===== src/hdl/krt_queue.sv =====
// Small first-in first-out queue of fixed-width words.
// Used for the decoded-request queue and the result queue.
// No package dependencies.
module krt_queue #(
   parameter int WIDTH = 1,
   parameter int DEPTH = 2
) (
   input  logic             clock,
   input  logic             reset,
   input  logic             push,
   input  logic [WIDTH-1:0] wdata,
   output logic             full,
   input  logic             pop,
   output logic [WIDTH-1:0] rdata,
   output logic             empty
);

   localparam int PW = (DEPTH > 1) ? $clog2(DEPTH) : 1;
   localparam int CW = $clog2(DEPTH + 1);

   logic [WIDTH-1:0] slot_ff [DEPTH];
   logic [PW-1:0]    wr_ptr_ff, wr_ptr_in;
   logic [PW-1:0]    rd_ptr_ff, rd_ptr_in;
   logic [CW-1:0]    count_ff, count_in;
   logic             do_push, do_pop;

   assign full    = (count_ff == CW'(DEPTH));
   assign empty   = (count_ff == '0);
   assign do_push = push && !full;
   assign do_pop  = pop && !empty;
   assign rdata   = slot_ff[rd_ptr_ff];

   always_comb begin
      wr_ptr_in = wr_ptr_ff;
      rd_ptr_in = rd_ptr_ff;
      count_in  = count_ff;
      if (do_push) begin
         wr_ptr_in = (wr_ptr_ff == PW'(DEPTH - 1)) ? '0 : wr_ptr_ff + PW'(1);
      end
      if (do_pop) begin
         rd_ptr_in = (rd_ptr_ff == PW'(DEPTH - 1)) ? '0 : rd_ptr_ff + PW'(1);
      end
      if (do_push && !do_pop) begin
         count_in = count_ff + CW'(1);
      end else if (do_pop && !do_push) begin
         count_in = count_ff - CW'(1);
      end
   end

   always_ff @(posedge clock) begin
      if (reset) begin
         wr_ptr_ff <= '0;
         rd_ptr_ff <= '0;
         count_ff  <= '0;
      end else begin
         wr_ptr_ff <= wr_ptr_in;
         rd_ptr_ff <= rd_ptr_in;
         count_ff  <= count_in;
      end
   end

   always_ff @(posedge clock) begin
      if (do_push) begin
         slot_ff[wr_ptr_ff] <= wdata;
      end
   end

endmodule


===== config.mk =====
export PLATFORM = sky130hd
export DESIGN_NAME = krt_queue
export DESIGN_NICKNAME = d
export VERILOG_FILES = /design/src/hdl/krt_queue.sv
export SDC_FILE = /design/constraint.sdc
export NUM_CORES = 1
export LEC_CHECK = 0
export BUFFER_PORTS_ARGS = -buffer_cell sky130_fd_sc_hd__buf_4
export CAP_MARGIN = 10
export CELL_PAD_IN_SITES_DETAIL_PLACEMENT = 1
export CELL_PAD_IN_SITES_GLOBAL_PLACEMENT = 1
export CORE_AREA = 2 2 39 41
export DETAILED_ROUTE_END_ITERATION = 10
export DIE_AREA = 0 0 41 43
export MAX_ROUTING_LAYER = met4
export PLACE_DENSITY = 0.62
export RECOVER_POWER = 50
export SETUP_SLACK_MARGIN = 0.1
export SYNTH_ARGS = -nofsm -noshare
export SYNTH_HDL_FRONTEND = slang
export SYNTH_SLANG_ARGS = --single-unit
export TNS_END_PERCENT = 1

===== constraint.sdc =====
create_clock -name clock -period 1.5 [get_ports clock]
set_clock_uncertainty 0.15 [all_clocks]
set_input_delay 0.15 -clock clock [delete_from_list [all_inputs] [get_ports clock]]
set_output_delay 0.15 -clock clock [all_outputs]
set_load 0.05 [all_outputs]

# Word-level counts from Yosys, hierarchy flattened
# Memories as Yosys holds them, arrays and structs flattened. A register that Yosys moved wholly into a read port is not among the register bits.
# Cells that the tools add are included.
[classes] add_sub_neg=4 mul=0 n_div=0 n_lt_le_gt_ge=0 n_eq_ne=1 shift=0 mux=8 n_bitwise=0 n_reduce_logical=10
[op_table] cell="1-bit 2-to-1 mux" count=6
[op_table] cell="1-bit logical AND" count=4
[op_table] cell="1-bit logical NOT" count=4
[op_table] cell="2-bit 2-to-1 mux" count=2
[op_table] cell="1-bit adder (second input constant)" count=2
[op_table] cell="2-bit by 1-bit adder with 2-bit output (second input constant)" count=1
[op_table] cell="2-bit equality test (second input constant)" count=1
[op_table] cell="2-bit logical NOT" count=1
[op_table] cell="2-bit nonzero test" count=1
[op_table] cell="2-bit by 1-bit subtractor with 2-bit output (second input constant)" count=1
[word_totals] register_bits=4 latchBits=0 mem_bits_rw=2 mem_bits_ro=0 inputBits=5 out_inout_bits=3 memories=1
[memory_table] name="slot_ff" words=2 width=1 read_ports=1 rd_clocked_by_memory_dff=1 write_ports=1 line="21" rtl="logic [WIDTH-1:0] slot_ff [DEPTH];"

# Longest topological paths before layout
# Gate-level depths: netlist (run 1).
[depth] word_depth=7 mapped_depth=6 ltp_nobuf=6

# Least setup slack after synthesis (run 1)
# No wires, ideal clock.
[synth_path] path_type="register to register" from="register count_ff[1]" to="register count_ff[1]" setup_ps=70 t_arrival_ps=1750 required_time_ps=1280 setup_slack_ps=-469 stages_incl_launch_ff=6 n_path_buf=0 period_less_slack_ps=1969 path_cell_list="dfxtp_1 -> nor2b_2 -> nor2_1 -> ha_1 -> or3_1 -> a21oi_1"
[synth_via] elab_chain_len=6
[synth_lines] element="start, declared" line="24" rtl="logic [CW-1:0] count_ff, count_in;"
[synth_lines] element="start signal, assigned" line="58" rtl="count_ff <= count_in;"
[synth_lines] element="2-bit equality test *" line="27" rtl="assign full = (count_ff == CW'(DEPTH));"
[synth_lines] element="named net full" line="12" rtl="output logic full,"
[synth_lines] element="1-bit logical NOT *" line="29" rtl="assign do_push = push && !full;"
[synth_lines] element="1-bit logical AND *" line="29"
[synth_lines] element="1-bit logical NOT" line="45" rtl="end else if (do_pop && !do_push) begin"
[synth_lines] element="1-bit logical AND" line="45"
[synth_lines] element="2-bit nonzero test (no line)"
# Mark *: on every way through the listed nets, which the timed path passes. The rest lies on a longest branch. The select of a mux whose other input is x is not followed.
# A chain may end at the register's enable or synchronous reset.

# Final worst setup path (run 1)
[layout_path] from="register count_ff[1]" to="register count_ff[1]"
[layout_via] elab_chain_len=6
[layout_lines] element="2-bit equality test / 2-bit logical NOT (equally long branches)" line="27, 28"
[layout_lines] element="1-bit logical NOT, on equally long branches" line="29, 30"
[layout_lines] element="1-bit logical AND, on equally long branches" line="29, 30"
[layout_lines] element="1-bit logical NOT, on equally long branches" line="45, 43"
[layout_lines] element="1-bit logical AND, on equally long branches" line="45, 43"
[layout_lines] element="2-bit nonzero test (no line) / 2-bit 2-to-1 mux (equally long branches)"
# Several ways; a longest one is shown, not always the timed one. The select of a mux whose other input is x is not followed.

==> qor.txt, run 1 <==
Vias in the first global route -> 278
DP HPWL -> 487.6 microns
Kind of critical path -> reg -> reg
Number of placement rows -> 14
Psw -> 0.4002 mW
Die Height -> 43 microns
Vias -> 251
Leakage power -> 0.2103 nW
N_diodes -> 0
Hold Violations, Final -> 0
Measured slew at the worst slew-check pin -> 233.2 ps
Min setup slack post-route -> -67.24 ps
GPL Wtd Cong -> 0.6291
Routed Antenna Nets -> 0
Final non-filler cell area -> 475.5 sq um
# H-tree levels -> 1
# Post-CTS Setup Buffers -> 0
Comb power frac -> 54.7%
Filler cells -> 161
Worst R2R Start -> count_ff[1]$_SDFFE_PP0P_
R2R depth -> 6
Core region area -> 0.001384 sq mm
Final setup vio count -> 1
Req. time, crit path -> 1530 ps
Total CTS buffers -> 3
Clk root buf -> clkbuf_4
Crit path launch -> count_ff[1]$_SDFFE_PP0P_
Top post-synthesis cells by area -> dfxtp_1 (35%), edfxtp_1 (21%), xor2_1 (9.1%)
Vias per cell -> 4.048
Layout area overhead -> 64.50%
# DRC -> 0
Clk Latency, worst-skew pair -> 250 ps
Post-Syn Nets -> 34
First-pass GRT wire length -> 1048 microns
#FFs+latches synth -> 7
Failing checks -> negative setup slack
Hold path depth -> 4
Max FO, Critical Path -> 3
Placement Cell Area -> 406.6 sq um
Fmax -> 0.6381 GHz
Post-Syn Area -> 289.0 sq um
R2R Setup Slk -> -70 ps
VDD IR-drop max -> 0.9149 mV
Commonest non-fill, non-tap cell in the layout -> buf_4
Grt total ovfl -> 0
DRT Wirelength -> 642 microns
Longest Clk Path Bufs -> 2
Tmin final -> 1567 ps
Slew HR -> 84.29%
CP startpoint kind -> register
Final Cycle Share -> 104.5%
Avg Inst Size Synth -> 10.32 sq um
1st-pass router iterations -> 1
CTS tree -> yes
Yosys warnings -> 0
Yosys top cell area share -> 34.63%
Die width -> 41 microns
Hold crit path type -> in -> reg
Synth unique cells -> 12
Die Footprint -> 0.001763 sq mm
Register area share after synthesis -> 55.41%
Detailed Route Iter0 Violations -> 0
Area of the multi-input gates -> 137.6 sq um
Hold path startpoint -> push
GRT Total Usage -> 10.22%
Initial antenna violation count -> 0
WL/cell -> 10.35 microns
FF/Latch Area -> 162.7 sq um
Sw Share -> 39.13%
Post-Synthesis Cells -> 28
Outcome -> finished with violations
Setup TNS Final -> -67.24 ps
Sequential power share -> 28.8%
Clk pwr share -> 16.4%
Fin nets -> 53
PortBufs -> 7
Initial core utilization -> 20.89%
Worst-path clk slew -> 50 ps
RSZ-0062 raised after global routing -> yes
Slew Viols, Final -> 0
Yosys top cell by area -> dfxtp_1
Clock Sink Count -> 7
Max-cap violation count -> 0
PwrDens -> 2151 mW/mm^2
Layout cell share with drive strength beyond 1 -> 50.00%
Largest net degree at the start of global routing -> 6
Internal power -> 0.6224 mW
Most frequent cells in the layout -> buf_4 (8), nor2_1 (4), clkbuf_4 (4)
Data arrival time of the critical path -> 1590 ps
CP endpoint kind -> register
Boundary pin count -> 8
## synth_stat cells
master,number
ha_1,1
a21oi_1,2
or3_1,2
nor2b_2,1
o21ai_0,3
nor2_1,5
inv_1,2
xor2_1,3
dfxtp_1,5
edfxtp_1,2
mux2_2,1
and2_1,1
## worst max-delay path, stage by stage, from the launching register on
cell     delay [ps]
dfxtp_2         340
nor2b_4         160
nor2_2           60
ha_1            190
xor2_1          150
or3_1           330
a21oi_2         130
## cell type report
class,instances,area share [%]
Sequential cell,7,34.21
Multi-Input combinational cell,19,28.95
Timing Repair Buffer,14,25.53
Clock buffer,4,5.526
Tap cell,16,4.211
Inverter,2,1.579
## power groups by stage
| stage | clock (mW) | combinational [mW] | sequential (mW) |
|---|---|---|---|
| floorplan | 0 | 0.310 | 0.299 |
| global placement | 0 | 0.497 | 0.296 |
| detailed placement | 0 | 0.504 | 0.299 |
| CTS | 0.181 | 0.550 | 0.297 |
| global route | 0.195 | 0.601 | 0.303 |
| finish | 0.168 | 0.560 | 0.295 |
## repair_timing
action	4_1_cts	5_1_grt
hold buffers	2	0
gates resized for setup	5	2
setup endpoints to repair	3	5
cloned	0	0
pin swaps	2	1
hold endpoints to repair	7	0
## path summary, 6_finish.rpt
check,end
worst max-delay path,count_ff[1]$_SDFFE_PP0P_
worst min-delay path,wr_ptr_ff$_SDFFE_PP0N_
worst max register to register,count_ff[1]$_SDFFE_PP0P_
worst min register to register,wr_ptr_ff$_SDFFE_PP0N_
## kinds of logic (layout without fill, tap and decap cells)
logic type                 Yosys count  after routing  share of synthesized area, %
buffers and inverters                2             20                         2.598
DFF                                  7              7                         55.41
AOI/OAI and AO/OA                    5              5                         8.657
muxes                                1              1                         3.896
and+or+nand+nor                      9              9                         16.02
adders and majority gates            1              1                         4.328
xor gates and xnor gates             3              3                         9.093
## per-stage QoR
step	hold slack, ps	total power [mW]	setup slack (ps)	util (%)	std cells
floorplan	61.65	0.6091	-273.5	-	28
global placement	191.5	0.7927	-71.34	29.39	56
detailed placement	193.7	0.8034	-104.0	29.39	56
CTS	150.6	1.028	-94.15	33.82	62
global route	201.7	1.099	-152.8	34.36	62
finish	156.0	1.023	-67.24	34.36	62
## routing by layer
metal	global-route usage (%)	wire, microns
met1	7.468	245
met2	16.25	351
met3	7.853	44
met4	6.000	0
met5	-	0
Power figures use the tool's default switching activity.
==> inputs of run 2 (changes only) <==
- SKIP_LAST_GASP: default -> 1
==> run 2 against run 1 <==
  * The flow still finishes with violations (negative setup slack)
  * First-iteration DRC count is the same
  * Routed wire length shrank 0.78%
  * Largest power group unchanged
  * Worst setup slack lost 23 ps
==> qor.txt, run 2 (same netlist as run 1, synthesis figures left out) <==
GPL Wtd Cong -> 0.6291 (unchanged)
Buf+Inv Stages, Crit Path -> 0 (unchanged)
WL/cell -> 10.27 microns (-0.78%)
CP Cell Sequence -> nor2b_4 > nor2_1 > ha_1 > xor2_1 > or3_1 > a21oi_2
Uppermost layer routed -> met3
Die Footprint -> 0.001763 sq mm (unchanged)
Clock Sink Count -> 7 (unchanged)
Crit path max-delay family -> simple AND/OR/NAND/NOR gates
Leakage power -> 0.2077 nW (-1.2%)
Tmin final -> 1590 ps (+22.62 ps)
VDD IR-drop max -> 0.8525 mV (-6.8%)
Vias -> 253 (+0.80%)
PortBufs -> 7 (unchanged)
M1 WL -> 248 microns (+1.2%)
Slew HR -> 85.04% (+0.74 points)
Initial antenna violation count -> 0 (unchanged)
Detailed Route Iter0 Violations -> 0 (unchanged)
Number of placement rows -> 14 (unchanged)
CP peak stage delay -> 340 ps (about the same)
WL met2 -> 346 microns (-1.4%)
Longest Clk Path Bufs -> 2 (unchanged)
Die width -> 41 microns (unchanged)
CTS tree -> yes
Max stage delay cell, worst path -> dfxtp_2
Measured slew at the worst slew-check pin -> 222.1 ps (-11.05 ps)
Final Hold Slack -> 141.0 ps (-14.96 ps)
DP HPWL -> 487.6 microns (unchanged)
Layout cell share with drive strength beyond 1 -> 43.48% (-6.5 points)
Fin nets -> 53 (unchanged)
Final setup vio count -> 1 (unchanged)
CP startpoint kind -> register
Failing checks -> negative setup slack
Commonest non-fill, non-tap cell in the layout -> buf_4
DRT Wirelength -> 637 microns (-0.78%)
Vias per cell -> 4.081 (+0.80%)
Data arrival time of the critical path -> 1620 ps (+30 ps)
Max-cap violation count -> 0 (unchanged)
# H-tree levels -> 1 (unchanged)
Boundary pin count -> 8 (unchanged)
Min setup slack post-route -> -89.87 ps (-22.62 ps)
N_diodes -> 0 (unchanged)
Largest net degree at the start of global routing -> 6 (unchanged)
CP endpoint kind -> register
Max FO, Critical Path -> 3 (unchanged)
1st-pass router iterations -> 1 (unchanged)
Most frequent cells in the layout -> buf_4 (11), nor2_1 (5), clkbuf_4 (4)
Core region area -> 0.001384 sq mm (unchanged)
Final Power -> 0.9781 mW (-4.4%)
Setup TNS Final -> -89.87 ps (-22.62 ps)
Die Height -> 43 microns (unchanged)
Routed Antenna Nets -> 0 (unchanged)
Final non-filler cell area -> 456.7 sq um (-3.9%)
Vias in the first global route -> 277 (-0.36%)
First-pass GRT wire length -> 1048 microns (unchanged)
Req. time, crit path -> 1530 ps (about the same)
Total CTS buffers -> 3 (unchanged)
Slew Viols, Final -> 0 (unchanged)
Final Cycle Share -> 106.0% (+1.5 points)
Layout area overhead -> 58.01%
Hold Violations, Final -> 0 (unchanged)
Worst-path clk slew -> 50 ps (about the same)
Placement Cell Area -> 406.6 sq um (unchanged)
GRT Total Usage -> 10.22% (unchanged)
Fmax -> 0.6290 GHz (-1.4%)
Initial core utilization -> 20.89% (unchanged)
Clk Latency, worst-skew pair -> 250 ps (about the same)
Hold crit path type -> in -> reg
Clk root buf -> clkbuf_4
# DRC -> 0 (unchanged)
Kind of critical path -> reg -> reg
RSZ-0062 raised after global routing -> yes
PwrDens -> 2142 mW/mm^2 (-0.42%)
Outcome -> finished with violations
Met3 WL -> 42 microns (-4.5%)
# Post-CTS Setup Buffers -> 0 (unchanged)
Grt total ovfl -> 0 (unchanged)
==> run 2: timing repair <==
item                       in CTS  in global routing
hold endpoints to repair        7                  0
setup endpoints to repair       3                  4
cloned                          0                  0
hold buffers                    2                  0
pin swaps                       0                  0
gates resized for setup         1                  0
==> run 2: final timing paths <==
path              slack, ps  cells after the start                        to                     start
setup / recovery        -90                      6  count_ff[1]$_SDFFE_PP0P_  count_ff[1]$_SDFFE_PP0P_
hold / removal          140                      4    wr_ptr_ff$_SDFFE_PP0N_                      push
setup reg to reg        -90                      6  count_ff[1]$_SDFFE_PP0P_  count_ff[1]$_SDFFE_PP0P_
hold reg to reg         340                      2    wr_ptr_ff$_SDFFE_PP0N_    wr_ptr_ff$_SDFFE_PP0N_
==> run 2: power by group <==
group	internal, mW	total, mW	switching [mW]
logic	0.229	0.516	0.287
registers	0.259	0.294	0.0355
clock network	0.101	0.168	0.0667
==> run 2: metrics by stage <==
stage	util (%)	setup WS, ps	cells
after global routing	33.00	-175.8	62
after floorplan	-	-273.5	28
after CTS	33.00	-117.6	62
final	33.00	-89.87	62
after global placement	29.39	-71.34	56
after detailed placement	29.39	-104.0	56
==> run 2: layout make-up <==
cell class	count	area [sq um]
Tap cell	16	20.02
Fill cell	164	927.1
Sequential cell	7	162.7
Multi-Input combinational cell	19	130.1
Clock buffer	4	26.28
Timing Repair Buffer	14	110.1
Inverter	2	7.507
==> run 2: layer usage <==
layer / GRT usage (%) / up-vias
li1: - / 130
met1: 7.468 / 115
met2: 16.25 / 8
met3: 7.853 / 0
met4: 6.000 / 0
met5: - / -
==> run 2: worst min-delay path, stage by stage <==
cell	delay (ps)
buf_4	70
inv_1	40
o21ai_0	160
a21oi_1	60
