==> src/hdl/krt_pkg.sv <==
// Shared types and codes for the keyed record table.
// Holds command and status codes and the request, result and operation structs.
// No dependencies.
package krt_pkg;

   localparam logic [1:0] CMD_ADD    = 2'd0;
   localparam logic [1:0] CMD_SEARCH = 2'd1;
   localparam logic [1:0] CMD_UPDATE = 2'd2;
   localparam logic [1:0] CMD_DELETE = 2'd3;

   localparam logic [1:0] ST_DONE    = 2'd0;
   localparam logic [1:0] ST_FULL    = 2'd1;
   localparam logic [1:0] ST_MISSING = 2'd2;

   localparam int HELD_W = 7;

   typedef struct packed {
      logic [1:0]         command;
      logic signed [31:0] key;
      logic [63:0]        name_word;
      logic [13:0]        marks_value;
   } req_type;

   typedef struct packed {
      logic [1:0]        status;
      logic [63:0]       result_name;
      logic [13:0]       result_marks;
      logic [HELD_W-1:0] entries_held;
   } rsp_type;

   // decoded request, as queued between the front and the engine
   typedef struct packed {
      logic               is_add;
      logic               is_search;
      logic               is_update;
      logic               is_delete;
      logic signed [31:0] key;
      logic [63:0]        name_word;
      logic [13:0]        marks_value;
   } op_type;

endpackage

==> src/hdl/krt_queue.sv <==
// Small first-in first-out queue of fixed-width words.
// Used for the decoded-request queue and the result queue.
// No package dependencies.
module krt_queue #(
   parameter int WIDTH = 1,
   parameter int DEPTH = 2
) (
   input  logic             clock,
   input  logic             reset,
   input  logic             push,
   input  logic [WIDTH-1:0] wdata,
   output logic             full,
   input  logic             pop,
   output logic [WIDTH-1:0] rdata,
   output logic             empty
);

   localparam int PW = (DEPTH > 1) ? $clog2(DEPTH) : 1;
   localparam int CW = $clog2(DEPTH + 1);

   logic [WIDTH-1:0] slot_ff [DEPTH];
   logic [PW-1:0]    wr_ptr_ff, wr_ptr_in;
   logic [PW-1:0]    rd_ptr_ff, rd_ptr_in;
   logic [CW-1:0]    count_ff, count_in;
   logic             do_push, do_pop;

   assign full    = (count_ff == CW'(DEPTH));
   assign empty   = (count_ff == '0);
   assign do_push = push && !full;
   assign do_pop  = pop && !empty;
   assign rdata   = slot_ff[rd_ptr_ff];

   always_comb begin
      wr_ptr_in = wr_ptr_ff;
      rd_ptr_in = rd_ptr_ff;
      count_in  = count_ff;
      if (do_push) begin
         wr_ptr_in = (wr_ptr_ff == PW'(DEPTH - 1)) ? '0 : wr_ptr_ff + PW'(1);
      end
      if (do_pop) begin
         rd_ptr_in = (rd_ptr_ff == PW'(DEPTH - 1)) ? '0 : rd_ptr_ff + PW'(1);
      end
      if (do_push && !do_pop) begin
         count_in = count_ff + CW'(1);
      end else if (do_pop && !do_push) begin
         count_in = count_ff - CW'(1);
      end
   end

   always_ff @(posedge clock) begin
      if (reset) begin
         wr_ptr_ff <= '0;
         rd_ptr_ff <= '0;
         count_ff  <= '0;
      end else begin
         wr_ptr_ff <= wr_ptr_in;
         rd_ptr_ff <= rd_ptr_in;
         count_ff  <= count_in;
      end
   end

   always_ff @(posedge clock) begin
      if (do_push) begin
         slot_ff[wr_ptr_ff] <= wdata;
      end
   end

endmodule

==> src/hdl/krt_front.sv <==
// Request front end: decodes each command and queues it for the engine.
// Depends on krt_pkg and krt_queue.
module krt_front (
   input  logic            clock,
   input  logic            reset,
   input  logic            push,
   output logic            full,
   input  krt_pkg::req_type req_data,
   input  logic            op_pop,
   output logic            op_empty,
   output krt_pkg::op_type op_data
);

   krt_pkg::op_type            op_dec;
   logic [$bits(krt_pkg::op_type)-1:0] op_word;

   always_comb begin
      op_dec             = '0;
      op_dec.key         = req_data.key;
      op_dec.name_word   = req_data.name_word;
      op_dec.marks_value = req_data.marks_value;
      case (req_data.command)
         krt_pkg::CMD_ADD:    op_dec.is_add    = 1'b1;
         krt_pkg::CMD_SEARCH: op_dec.is_search = 1'b1;
         krt_pkg::CMD_UPDATE: op_dec.is_update = 1'b1;
         krt_pkg::CMD_DELETE: op_dec.is_delete = 1'b1;
         default:             op_dec.is_add    = 1'b1;
      endcase
   end

   krt_queue #(
      .WIDTH ($bits(krt_pkg::op_type)),
      .DEPTH (2)
   ) u_op_queue (
      .clock (clock),
      .reset (reset),
      .push  (push),
      .wdata (op_dec),
      .full  (full),
      .pop   (op_pop),
      .rdata (op_word),
      .empty (op_empty)
   );

   assign op_data = krt_pkg::op_type'(op_word);

endmodule

==> config.mk <==
export PLATFORM = sky130hd
export DESIGN_NAME = krt_front
export DESIGN_NICKNAME = d
export VERILOG_FILES = /design/src/hdl/krt_pkg.sv /design/src/hdl/krt_queue.sv /design/src/hdl/krt_front.sv
export SDC_FILE = /design/constraint.sdc
export NUM_CORES = 1
export LEC_CHECK = 0
export BUFFER_PORTS_ARGS = -buffer_cell sky130_fd_sc_hd__buf_2
export CELL_PAD_IN_SITES_DETAIL_PLACEMENT = 2
export CELL_PAD_IN_SITES_GLOBAL_PLACEMENT = 2
export CORE_ASPECT_RATIO = 0.9
export CORE_MARGIN = 2
export CORE_UTILIZATION = 38
export DETAILED_ROUTE_END_ITERATION = 8
export HOLD_SLACK_MARGIN = 0.1
export PLACE_DENSITY = 0.87
export SYNTH_ARGS = -nofsm -noshare
export SYNTH_HDL_FRONTEND = slang
export SYNTH_SLANG_ARGS = --single-unit
export TNS_END_PERCENT = 50
==> constraint.sdc <==
create_clock -name clock -period 5.9 [get_ports clock]
set_input_delay 1.18 -clock clock [delete_from_list [all_inputs] [get_ports clock]]
set_output_delay 1.18 -clock clock [all_outputs]
set_load 0.02 [all_outputs]
* Yosys cells after proc, flatten, opt, wreduce, memory -nomap -nowiden
Memory sizes are Yosys's and may differ from the RTL's. A register that Yosys moved wholly into a read port is not among the register bits.
Cells that the tools add are included.
** Word-level totals
- Flip-flop bits (word level) :: 4
- Bits in writable memories :: 228
- Input port bits :: 116
- Output and inout bits :: 116
- Word-level logic and storage cells :: 35
- Memories :: 1
** Cells by class
- Add/sub/neg operators :: 4
- Equal/unequal tests :: 4
- Muxes and demuxes :: 12
- Reduce and logical (&&, ||, !) cells :: 11
** Memories
- u_op_queue.slot_ff :: depth 2, width 114, read ports 1, clocked after memory_dff 1, write ports 1, line krt_queue.sv:21 : logic [WIDTH-1:0] slot_ff [DEPTH];
** Operators by type and width (count)
- 2-to-1 mux 1 bit :: 10
- == test 2 bit (second input constant) :: 3
- logical AND 1 bit :: 4
- logical NOT 1 bit :: 4
- logical NOT 2 bit :: 2
- 2-to-1 mux 2 bit :: 2
- adder 1 bit (second input constant) :: 2
- adder 2 x 1 -> 2 bit (second input constant) :: 1
- == test 2 x 1 -> 1 bit (second input constant) :: 1
- nonzero test 2 bit :: 1
- subtractor 2 x 1 -> 2 bit (second input constant) :: 1

* Depth between registers and ports, before layout
Gate-level depths: netlist (run 1).
- Depth in word-level cells :: 7
- Mapped depth :: 6
- Depth with buffers taken out :: 6

* By module
Synthesis (run 1) repeated with hierarchy kept, for this count alone.
** Unflattened totals
- Cells, all modules :: 384
- Area, all modules :: 8718.4 sq um
** Modules (own cells, without submodules)
- krt_queue :: instances 1, cells an instance 380, area an instance 8692.1 sq um, seq. area each 6946.7 sq um
- krt_front :: instances 1, cells an instance 4, area an instance 26.3 sq um, seq. area each 0.0 sq um

* Worst setup path after synthesis (run 1)
OpenSTA, ideal clock, no wires.
- Path kind :: in2reg
- From :: in push
- To :: mem u_op_queue.slot_ff[1][0] (netlist bit), enable pin
- Setup time :: 0.487 ns
- Arrival time :: 3.994 ns
- Data required time :: 5.413 ns
- Slack :: 1.419 ns
- Stages on the path :: 3
- Cells stage by stage :: inv_1 nor2_1 and2_1
** On the way
- Cells in the longest elaborated chain, start to end :: 3
** RTL lines
- start, declared :: line krt_front.sv:6 : input logic push,
- logical AND 1 bit :: line krt_queue.sv:29 : assign do_push = push && !full;
- via u_op_queue.do_push :: line krt_queue.sv:25 : logic do_push, do_pop;
- 2-to-1 mux 1 bit :: line krt_queue.sv:63 : if (do_push) begin
- 2-to-1 mux 1 bit (not written as such) :: line krt_queue.sv:64 : slot_ff[wr_ptr_ff] <= wdata;
- end, declared :: line krt_queue.sv:21
The timed path passes the listed nets, and every way through them passes these cells.

==> results of run 1 <==
==> registers in the layout, summed over array words and instances, names as in the netlist, named ones only <==
| signal | count |
|---|---|
| u_op_queue.slot_ff | 228 |
| u_op_queue.rd_ptr_ff | 1 |
| u_op_queue.count_ff | 2 |
| u_op_queue.wr_ptr_ff | 1 |
==> power groups by stage <==
stage	registers [mW]	clock network (mW)	logic, mW
final	2.23	1.59	1.36
after global routing	2.26	1.69	1.44
after CTS	2.24	1.63	1.39
after detailed placement	2.27	0	1.38
after global placement	2.24	0	1.32
after floorplan	2.18	0	1.03
==> worst paths after layout <==
kind                                                     startpoint                                  end  cells past startpoint
worst max-delay path                                           flop                         op_data[109]                      3
worst min-delay path              u_op_queue.wr_ptr_ff$_SDFFE_PP0P_    u_op_queue.wr_ptr_ff$_SDFFE_PP0P_                      2
worst max register to register  u_op_queue.count_ff[0]$_SDFFE_PP0P_  u_op_queue.slot_ff[0][77]$_DFFE_PP_                      4
worst min register to register    u_op_queue.wr_ptr_ff$_SDFFE_PP0P_    u_op_queue.wr_ptr_ff$_SDFFE_PP0P_                      2
==> final cells by class <==
class                           instances  share of cell area
Multi-Input combinational cell        136               0.149
Sequential cell                       233               0.631
Tap cell                              297              0.0337
Timing Repair Buffer                  235               0.108
Clock buffer                           31              0.0627
Clock inverter                         16              0.0140
Inverter                                2            0.000909
Antenna cell                            2            0.000454
==> cells in the final DEF (no fill, tap or decap), types with 2 or more instances in the layout <==
master     Yosys  layout
a21oi_1        2       2
nor2_1         6       6
or3_1          2       2
bufinv_16      0       3
mux2_2        54      54
o21ai_0        3       3
clkbuf_16      0      27
xor2_1         3       3
edfxtp_1     228     228
buf_2          5     231
dfxtp_1        5       4
clkinv_1       0       4
diode_2        0       2
mux2_4        60      60
nor2b_1        2       2
clkinv_2       0       8
buf_4          0       4
clkbuf_1       0       4
==> stage by stage <==
stage	util	std cells
finish	0.489	952
global placement	0.451	903
floorplan	-	384
global route	0.489	951
detailed placement	0.451	903
CTS	0.489	950
==> layer usage <==
metal,vias to the layer above,part of all wire
li1,2029,-
met1,2246,0.38
met2,172,0.54
met3,25,0.069
met4,2,0.014
met5,-,0.00062
==> tightest hold or removal path: cells and delay by family, from the launching register on <==
kind            cells  cell delay [ns]
compound gates      2             0.15
flops               1             0.32
==> logic make-up (layout without fill, tap and decap cells) <==
kind of cell,count (synthesis),after routing
AOI/OAI and AO/OA,5,5
buffers and inverters,15,284
xor gates and xnor gates,3,3
other,0,2
and+or+nand+nor,13,13
muxes,114,114
adders and majority gates,1,1
DFF,233,233
==> run_results.csv, run 1 <==
group,metric,value,unit
critical_path,cp_slowest_cell,"dfxtp_4",
synthesis,synth_cell_types,17,
layout,fin_area,11000,µm²
drt,postRouteAntennaNets,0,
synthesis,synth_top_area_cell,"edfxtp_1",
placed_design,io_buffers,231,
die,core_area,22500,µm²
layout,multi_input_comb_area,1640,µm²
die,die_h,148,µm
layout,nets,751,
synthesis,synth_nets,501,
clock_tree,worstSkewPairLatency,0.51,ns
global_routing,use_met3,0.0457,
pwr,seq_power_share,0.431,
hold_path,hold_path_class,"flop to flop",
synthesis,ys_warn_count,0,
synthesis,synth_top_family_by_area,"multiplexers",
placed_design,dpl_cell_area,10200,µm²
die,ios,232,
critical_path,path_cells,"buf_4 > mux2_2 > buf_2",
pwr,power.switching,1.55,mW
critical_path,r2r_slack,3.18,ns
layout,regArea,6950,µm²
timing,setup_viol,0,
global_routing,grt_pass1_wl,31300,µm
synthesis,synth_edf_count,228,
global_routing,use_met1,0.192,
clock_tree,post_cts_buffers,0,
synthesis,async_reset_ff_frac,0,
pwr,swShare,0.300,
critical_path,path_buf_inv,2,
clock_tree,cts_max_level,1,
drt,wire_per_inst,21.9,µm
synthesis,synth_area_per_cell,22.7,µm²
critical_path,cp-start-kind,"flop",
synthesis,synth.area.mux_share,0.173,
timing,rsz0062_at_grt,"false",
pwr,total_power,5.18,mW
placed_design,place_hpwl,14200,µm
pwr,p_int,3.63,mW
pwr,leakage,4.22,nW
global_routing,grt.busiest_layer,"met2",
drt,wirelength,20900,µm
pwr,p_comb_frac,0.262,
placed_design,place_ws,2.29,ns
timing,report.final.slew_viol_count,0,
clock_tree,clockBufferDepth,3,
synthesis,ys_dominant_reg_cell,"edfxtp_1",
timing,post-route-min-period,3.90,ns
pwr,power_density,470,nW/µm²
critical_path,cp.arrival,2.72,ns
synthesis,synth_top_area_frac,0.786,
synthesis,netlist_top_cells_count,"edfxtp_1, mux2_4, mux2_2, buf_6, nor2_1",
drt,viasPerCell,4.70,
drt,first_pass_iters,4,
timing,slew_headroom,0.184,
die,initial_core_util,0.387,
timing,fin_crit_sh,0.661,
drt,drc,0,
timing,max_freq,256,MHz
pwr,p_clk_frac,0.308,
clock_tree,cts_tree,"yes",
layout,drive_gt1_frac,0.600,
critical_path,required,4.72,ns
timing,worst_pin_slew,1.22,ns
critical_path,cpPeakStageDelay,1.07,ns
synthesis,syn_inst,384,
timing,final.setup.worst_slack,2.00,ns
global_routing,grt_max_degree,86,
outcome,status,"completed",
synthesis,yosysSeqAreaShare,0.797,
layout,syn_to_final_growth,26.4,%
timing,hold_slack,0.514,ns
synthesis,synth_simple_gate_area_frac,0.00790,
critical_path,path_class,"flop to output pin",
global_routing,antenna_found_initial,4,
timing,setup_tns,0,ns
timing,finalHoldViolations,0,
clock_tree,cts.sinks,233,
timing,finalClockSkew,0.00967,ns
clock_tree,clk_pin_slew,0.06,ns
global_routing,use_met2,0.324,
synthesis,synthTopCellsByArea,"edfxtp_1, mux2_4, mux2_2, dfxtp_1, buf_6",
global_routing,grt_pass1_vias,5166,
global_routing,overflow,0,
flow_run,maxCapViolCount,0,
critical_path,crit_fanout,66,
clock_tree,cts_hold_buf,0,
synthesis,netlist_area,8710,µm²
die,die-width,164,µm
critical_path,path_delay_family,"flip-flops",
drt,vias,4474,
pwr,peakVddDrop,329,µV
clock_tree,cts-root-buf,"clkbuf_16",
synthesis,synth_compound_area_frac,0.00287,
layout,n_fill_cell,2102,
synthesis,synth_fa_ha_area_frac,0.00144,
clock_tree,numCtsBuffers,26,
drt,drt_iter0_drc,197,
die,die_area,24200,µm²
synthesis,synthXorXnorAreaFrac,0.00302,
placed_design,gp_congestion,0.733,
synthesis,yosysMostFrequentCell,"edfxtp_1",
clock_tree,post_cts_resized,0,
synthesis,synth_seq_cells,233,
die,rows,52,
global_routing,track_usage,0.170,
critical_path,critPathCaptureType,"output pin",
Note: power is estimated with default switching activity, not from simulation.
==> run 2: changes to the inputs <==
--- a/config.mk
+++ b/config.mk
@@ -10,10 +10,10 @@
 export CELL_PAD_IN_SITES_GLOBAL_PLACEMENT = 2
 export CORE_ASPECT_RATIO = 0.9
 export CORE_MARGIN = 2
-export CORE_UTILIZATION = 38
+export CORE_UTILIZATION = 35
 export DETAILED_ROUTE_END_ITERATION = 8
 export HOLD_SLACK_MARGIN = 0.1
-export PLACE_DENSITY = 0.87
+export PLACE_DENSITY = 0.85
 export SYNTH_ARGS = -nofsm -noshare
 export SYNTH_HDL_FRONTEND = slang
 export SYNTH_SLANG_ARGS = --single-unit
==> constraint.sdc (replaced) <==
create_clock -name clock -period 3.52 [get_ports clock]
set_input_delay 0.704 -clock clock [delete_from_list [all_inputs] [get_ports clock]]
set_output_delay 0.704 -clock clock [all_outputs]
set_load 0.02 [all_outputs]
==> run_results.csv, run 2 (synthesis results as in run 1) <==
group,metric,value,unit
layout,multi_input_comb_area,1640,µm²
outcome,status,"completed",
die,core_area,24300,µm²
timing,report.final.slew_viol_count,0,
drt,wirelength,20600,µm
pwr,power_density,772,nW/µm²
layout,fin_util,0.453,
layout,regArea,6950,µm²
die,die-width,170,µm
clock_tree,numCtsBuffers,25,
critical_path,crit_fanout,57,
hold_path,min_path_cells,1,
layout,layout_commonest_cell,"buf_2",
global_routing,grt_pass1_vias,5209,
global_routing,track_usage,0.155,
critical_path,cp-start-kind,"flop",
critical_path,path_class,"flop to output pin",
die,initial_core_util,0.358,
layout,top_register,"u_op_queue.slot_ff",
critical_path,rr_worst_depth,4,
drt,wl_met1,7750,µm
hold_path,hold_path_class,"primary input to flop",
timing,finalClockSkew,0.0108,ns
clock_tree,clockBufferDepth,3,
layout,most-common-layout-cells,"buf_2, edfxtp_1, mux2_4",
layout,syn_to_final_growth,26.5,%
die,die_area,26200,µm²
clock_tree,cts.sinks,233,
drt,drc,0,
clock_tree,clk_pin_slew,0.06,ns
drt,routed.top_layer,"met5",
global_routing,grt_pass1_wl,30800,µm
critical_path,r2r_slack,1.29,ns
layout,largest_reg_flops,228,
drt,viasPerCell,4.61,
timing,finalHoldViolations,0,
global_routing,grt_max_degree,58,
placed_design,gp_congestion,0.743,
pwr,leakage,4.21,nW
pwr,peakVddDrop,417,µV
flow_run,maxCapViolCount,0,
die,die_h,154,µm
critical_path,critPathCaptureType,"output pin",
drt,wl_met3,1250,µm
clock_tree,cts_tree,"yes",
global_routing,antenna_found_initial,2,
drt,wire_per_inst,21.4,µm
die,rows,54,
timing,hold_slack,0.382,ns
hold_path,hold_start,"req_data[13]",
timing,fin_crit_sh,0.792,
timing,post-route-min-period,2.79,ns
clock_tree,post_cts_resized,0,
drt,met2_wirelength,11100,µm
layout,n_fill_cell,2298,
drt,vias,4441,
critical_path,reg2reg_from,"u_op_queue.count_ff[0]$_SDFFE_PP0P_",
global_routing,overflow,0,
timing,setup_viol,0,
layout,drive_gt1_frac,0.598,
placed_design,io_buffers,231,
clock_tree,worstSkewPairLatency,0.51,ns
drt,drt_iter0_drc,194,
layout,top_regs,"u_op_queue.slot_ff (228), u_op_queue.count_ff (2)",
timing,worst_pin_slew,0.713,ns
critical_path,cp.arrival,2.09,ns
clock_tree,cts_max_level,1,
timing,slew_headroom,0.525,
drt,first_pass_iters,4,
timing,rsz0062_at_grt,"false",
timing,max_freq,359,MHz
drt,postRouteAntennaNets,0,
die,ios,232,
layout,nets,754,
clock_tree,post_cts_buffers,0,
clock_tree,cts-root-buf,"clkbuf_16",
critical_path,required,2.82,ns
placed_design,place_hpwl,14400,µm
clock_tree,cts_hold_buf,0,
[run 2: report_power, final]
| part | switching (mW) | internal [mW] |
|---|---|---|
| clock network | 1.03 | 1.44 |
| logic | 1.40 | 1.00 |
| registers | 0.150 | 3.49 |
[run 2: metrics by stage]
stage | total power, mW | TNS (ns) | cell area, µm² | setup WS, ns | std cells
after floorplan | 5.37 | -30.61 | 8720 | -0.268 | 384
after global placement | 6.00 | 0 | 10300 | 1.07 | 918
after detailed placement | 6.14 | 0 | 10300 | 0.948 | 918
after CTS | 8.66 | 0 | 11000 | 0.688 | 963
after global routing | 8.87 | 0 | 11000 | 0.619 | 963
final | 8.51 | 0 | 11000 | 0.731 | 964
[run 2: final cells by class]
type,instances,share of cell area
antenna,1,0.000227
clock buffer,28,0.0578
sequential,233,0.630
multi-input combinational,136,0.149
clock inverter,17,0.0119
tap,308,0.0349
inverter,2,0.000908
timing repair buffer,239,0.115
[run 2: critical path: stages, from the launching register on]
cell and delay (ns):
dfxtp_4 0.58, buf_12 0.37, mux2_2 0.39, buf_2 0.16
[run 2: path summary, 6_finish.rpt]
kind,end
max reg2reg,u_op_queue.slot_ff[0][83]$_DFFE_PP_
min,u_op_queue.slot_ff[0][13]$_DFFE_PP_
min reg2reg,flop
max,op_data[100]
[run 2: layer usage]
layer / global-route usage / up-vias
li1: - / 2026
met1: 0.176 / 2213
met2: 0.290 / 165
met3: 0.0396 / 35
met4: 0.0354 / 2
met5: 0 / -
==> run 3: changes to the inputs <==
--- a/config.mk
+++ b/config.mk
@@ -10,10 +10,10 @@
 export CELL_PAD_IN_SITES_GLOBAL_PLACEMENT = 2
 export CORE_ASPECT_RATIO = 0.9
 export CORE_MARGIN = 2
-export CORE_UTILIZATION = 35
+export CORE_UTILIZATION = 38
 export DETAILED_ROUTE_END_ITERATION = 8
 export HOLD_SLACK_MARGIN = 0.1
-export PLACE_DENSITY = 0.85
+export PLACE_DENSITY = 0.87
 export SYNTH_ARGS = -nofsm -noshare
 export SYNTH_HDL_FRONTEND = slang
 export SYNTH_SLANG_ARGS = --single-unit
==> constraint.sdc (replaced) <==
create_clock -name clock -period 2.9 [get_ports clock]
set_input_delay 0.58 -clock clock [delete_from_list [all_inputs] [get_ports clock]]
set_output_delay 0.58 -clock clock [all_outputs]
set_load 0.02 [all_outputs]
==> run_results.csv, run 3 (synthesis results as in run 1) <==
group,metric,value,unit
layout,drive_gt1_frac,0.602,
drt,drc,0,
critical_path,cp.arrival,2.08,ns
critical_path,path_delay_family,"flip-flops",
drt,vias,4506,
timing,setup_tns,0,ns
layout,most-common-layout-cells,"buf_2, edfxtp_1, mux2_4",
pwr,peakVddDrop,502,µV
clock_tree,numCtsBuffers,25,
critical_path,required,2.32,ns
global_routing,overflow,0,
placed_design,place_hpwl,14600,µm
timing,setup_viol,0,
timing,slew_headroom,0.678,
clock_tree,post_cts_buffers,0,
pwr,power_density,958,nW/µm²
layout,largest_reg_flops,228,
pwr,total_power,10.7,mW
die,initial_core_util,0.387,
critical_path,critPathCaptureType,"output pin",
timing,rsz0062_at_grt,"false",
placed_design,dpl_cell_area,10300,µm²
timing,post-route-min-period,2.66,ns
clock_tree,clockBufferDepth,3,
outcome,status,"completed",
pwr,leakage,4.25,nW
critical_path,cp-start-kind,"flop",
drt,drt_iter0_drc,253,
clock_tree,clk_pin_slew,0.06,ns
layout,syn_to_final_growth,27.7,%
clock_tree,cts.sinks,233,
clock_tree,post_cts_resized,0,
critical_path,crit_fanout,32,
global_routing,grt_pass1_wl,31700,µm
die,die-width,164,µm
clock_tree,cts_tree,"yes",
timing,final.setup.worst_slack,0.243,ns
layout,n_fill_cell,2092,
critical_path,path_class,"flop to output pin",
layout,layout_commonest_cell,"buf_2",
die,ios,232,
global_routing,grt_pass1_vias,5282,
layout,top_register,"u_op_queue.slot_ff",
timing,finalClockSkew,0.0161,ns
layout,final_cells,953,
timing,report.final.slew_viol_count,0,
drt,viasPerCell,4.73,
die,core_area,22500,µm²
timing,finalHoldViolations,0,
layout,regArea,6950,µm²
placed_design,io_buffers,231,
layout,top_regs,"u_op_queue.slot_ff (228), u_op_queue.count_ff (2)",
critical_path,cp_slowest_cell,"dfxtp_4",
timing,worst_pin_slew,0.484,ns
placed_design,dp.cells,907,
global_routing,track_usage,0.176,
placed_design,place_ws,0.711,ns
critical_path,rr_worst_depth,4,
timing,max_freq,376,MHz
drt,postRouteAntennaNets,0,
hold_path,min_path_cells,1,
layout,fin_area,11100,µm²
hold_path,hold_path_class,"primary input to flop",
die,die_h,148,µm
clock_tree,cts_max_level,1,
clock_tree,cts_hold_buf,0,
die,rows,52,
clock_tree,worstSkewPairLatency,0.51,ns
global_routing,grt_max_degree,77,
placed_design,gp_congestion,0.748,
die,die_area,24200,µm²
global_routing,antenna_found_initial,3,
timing,fin_crit_sh,0.916,
layout,multi_input_comb_area,1640,µm²
flow_run,maxCapViolCount,0,
drt,first_pass_iters,4,
critical_path,path_buf_inv,2,
layout,nets,754,
drt,wire_per_inst,22.5,µm
drt,wirelength,21500,µm
clock_tree,cts-root-buf,"clkbuf_16",
critical_path,cpPeakStageDelay,0.65,ns
critical_path,path_cells,"buf_12 > mux2_2 > buf_2",
critical_path,cp.depth,3,
run 3: routing by layer:
metal	GRT usage	wire length [µm]
met5	0	16
met2	0.330	11500
met1	0.197	8070
met4	0.0351	380
met3	0.0508	1560
run 3: report_power, final:
part | switching, mW | internal, mW
Combinational | 1.70 | 1.25
Clock | 1.26 | 2.01
Sequential | 0.210 | 4.24
Total | 3.17 | 7.50
run 3: final timing paths:
path | start | to | slack (ns)
min reg2reg | u_op_queue.rd_ptr_ff$_SDFFE_PP0P_ | u_op_queue.rd_ptr_ff$_SDFFE_PP0P_ | 0.53
min | req_data[11] | u_op_queue.slot_ff[1][11]$_DFFE_PP_ | 0.26
max reg2reg | u_op_queue.count_ff[0]$_SDFFE_PP0P_ | u_op_queue.slot_ff[0][37]$_DFFE_PP_ | 0.92
max | flop | op_data[109] | 0.24
run 3: final cells by class:
type	count	share of cell area
multi-input combinational	136	0.148
tap	297	0.0334
clock inverter	12	0.0147
sequential	233	0.624
clock buffer	33	0.0616
timing repair buffer	239	0.117
antenna	1	0.000225
inverter	2	0.000899
run 3: per-stage QoR:
| step | utilization | hold slack (ns) |
|---|---|---|
| 4_1_cts | 0.494 | 0.232 |
| 6_report | 0.494 | 0.257 |
| 2_1_floorplan | - | 0.452 |
| 3_5_place_dp | 0.457 | 0.517 |
| 5_1_grt | 0.494 | 0.233 |
| 3_3_place_gp | 0.457 | 0.486 |
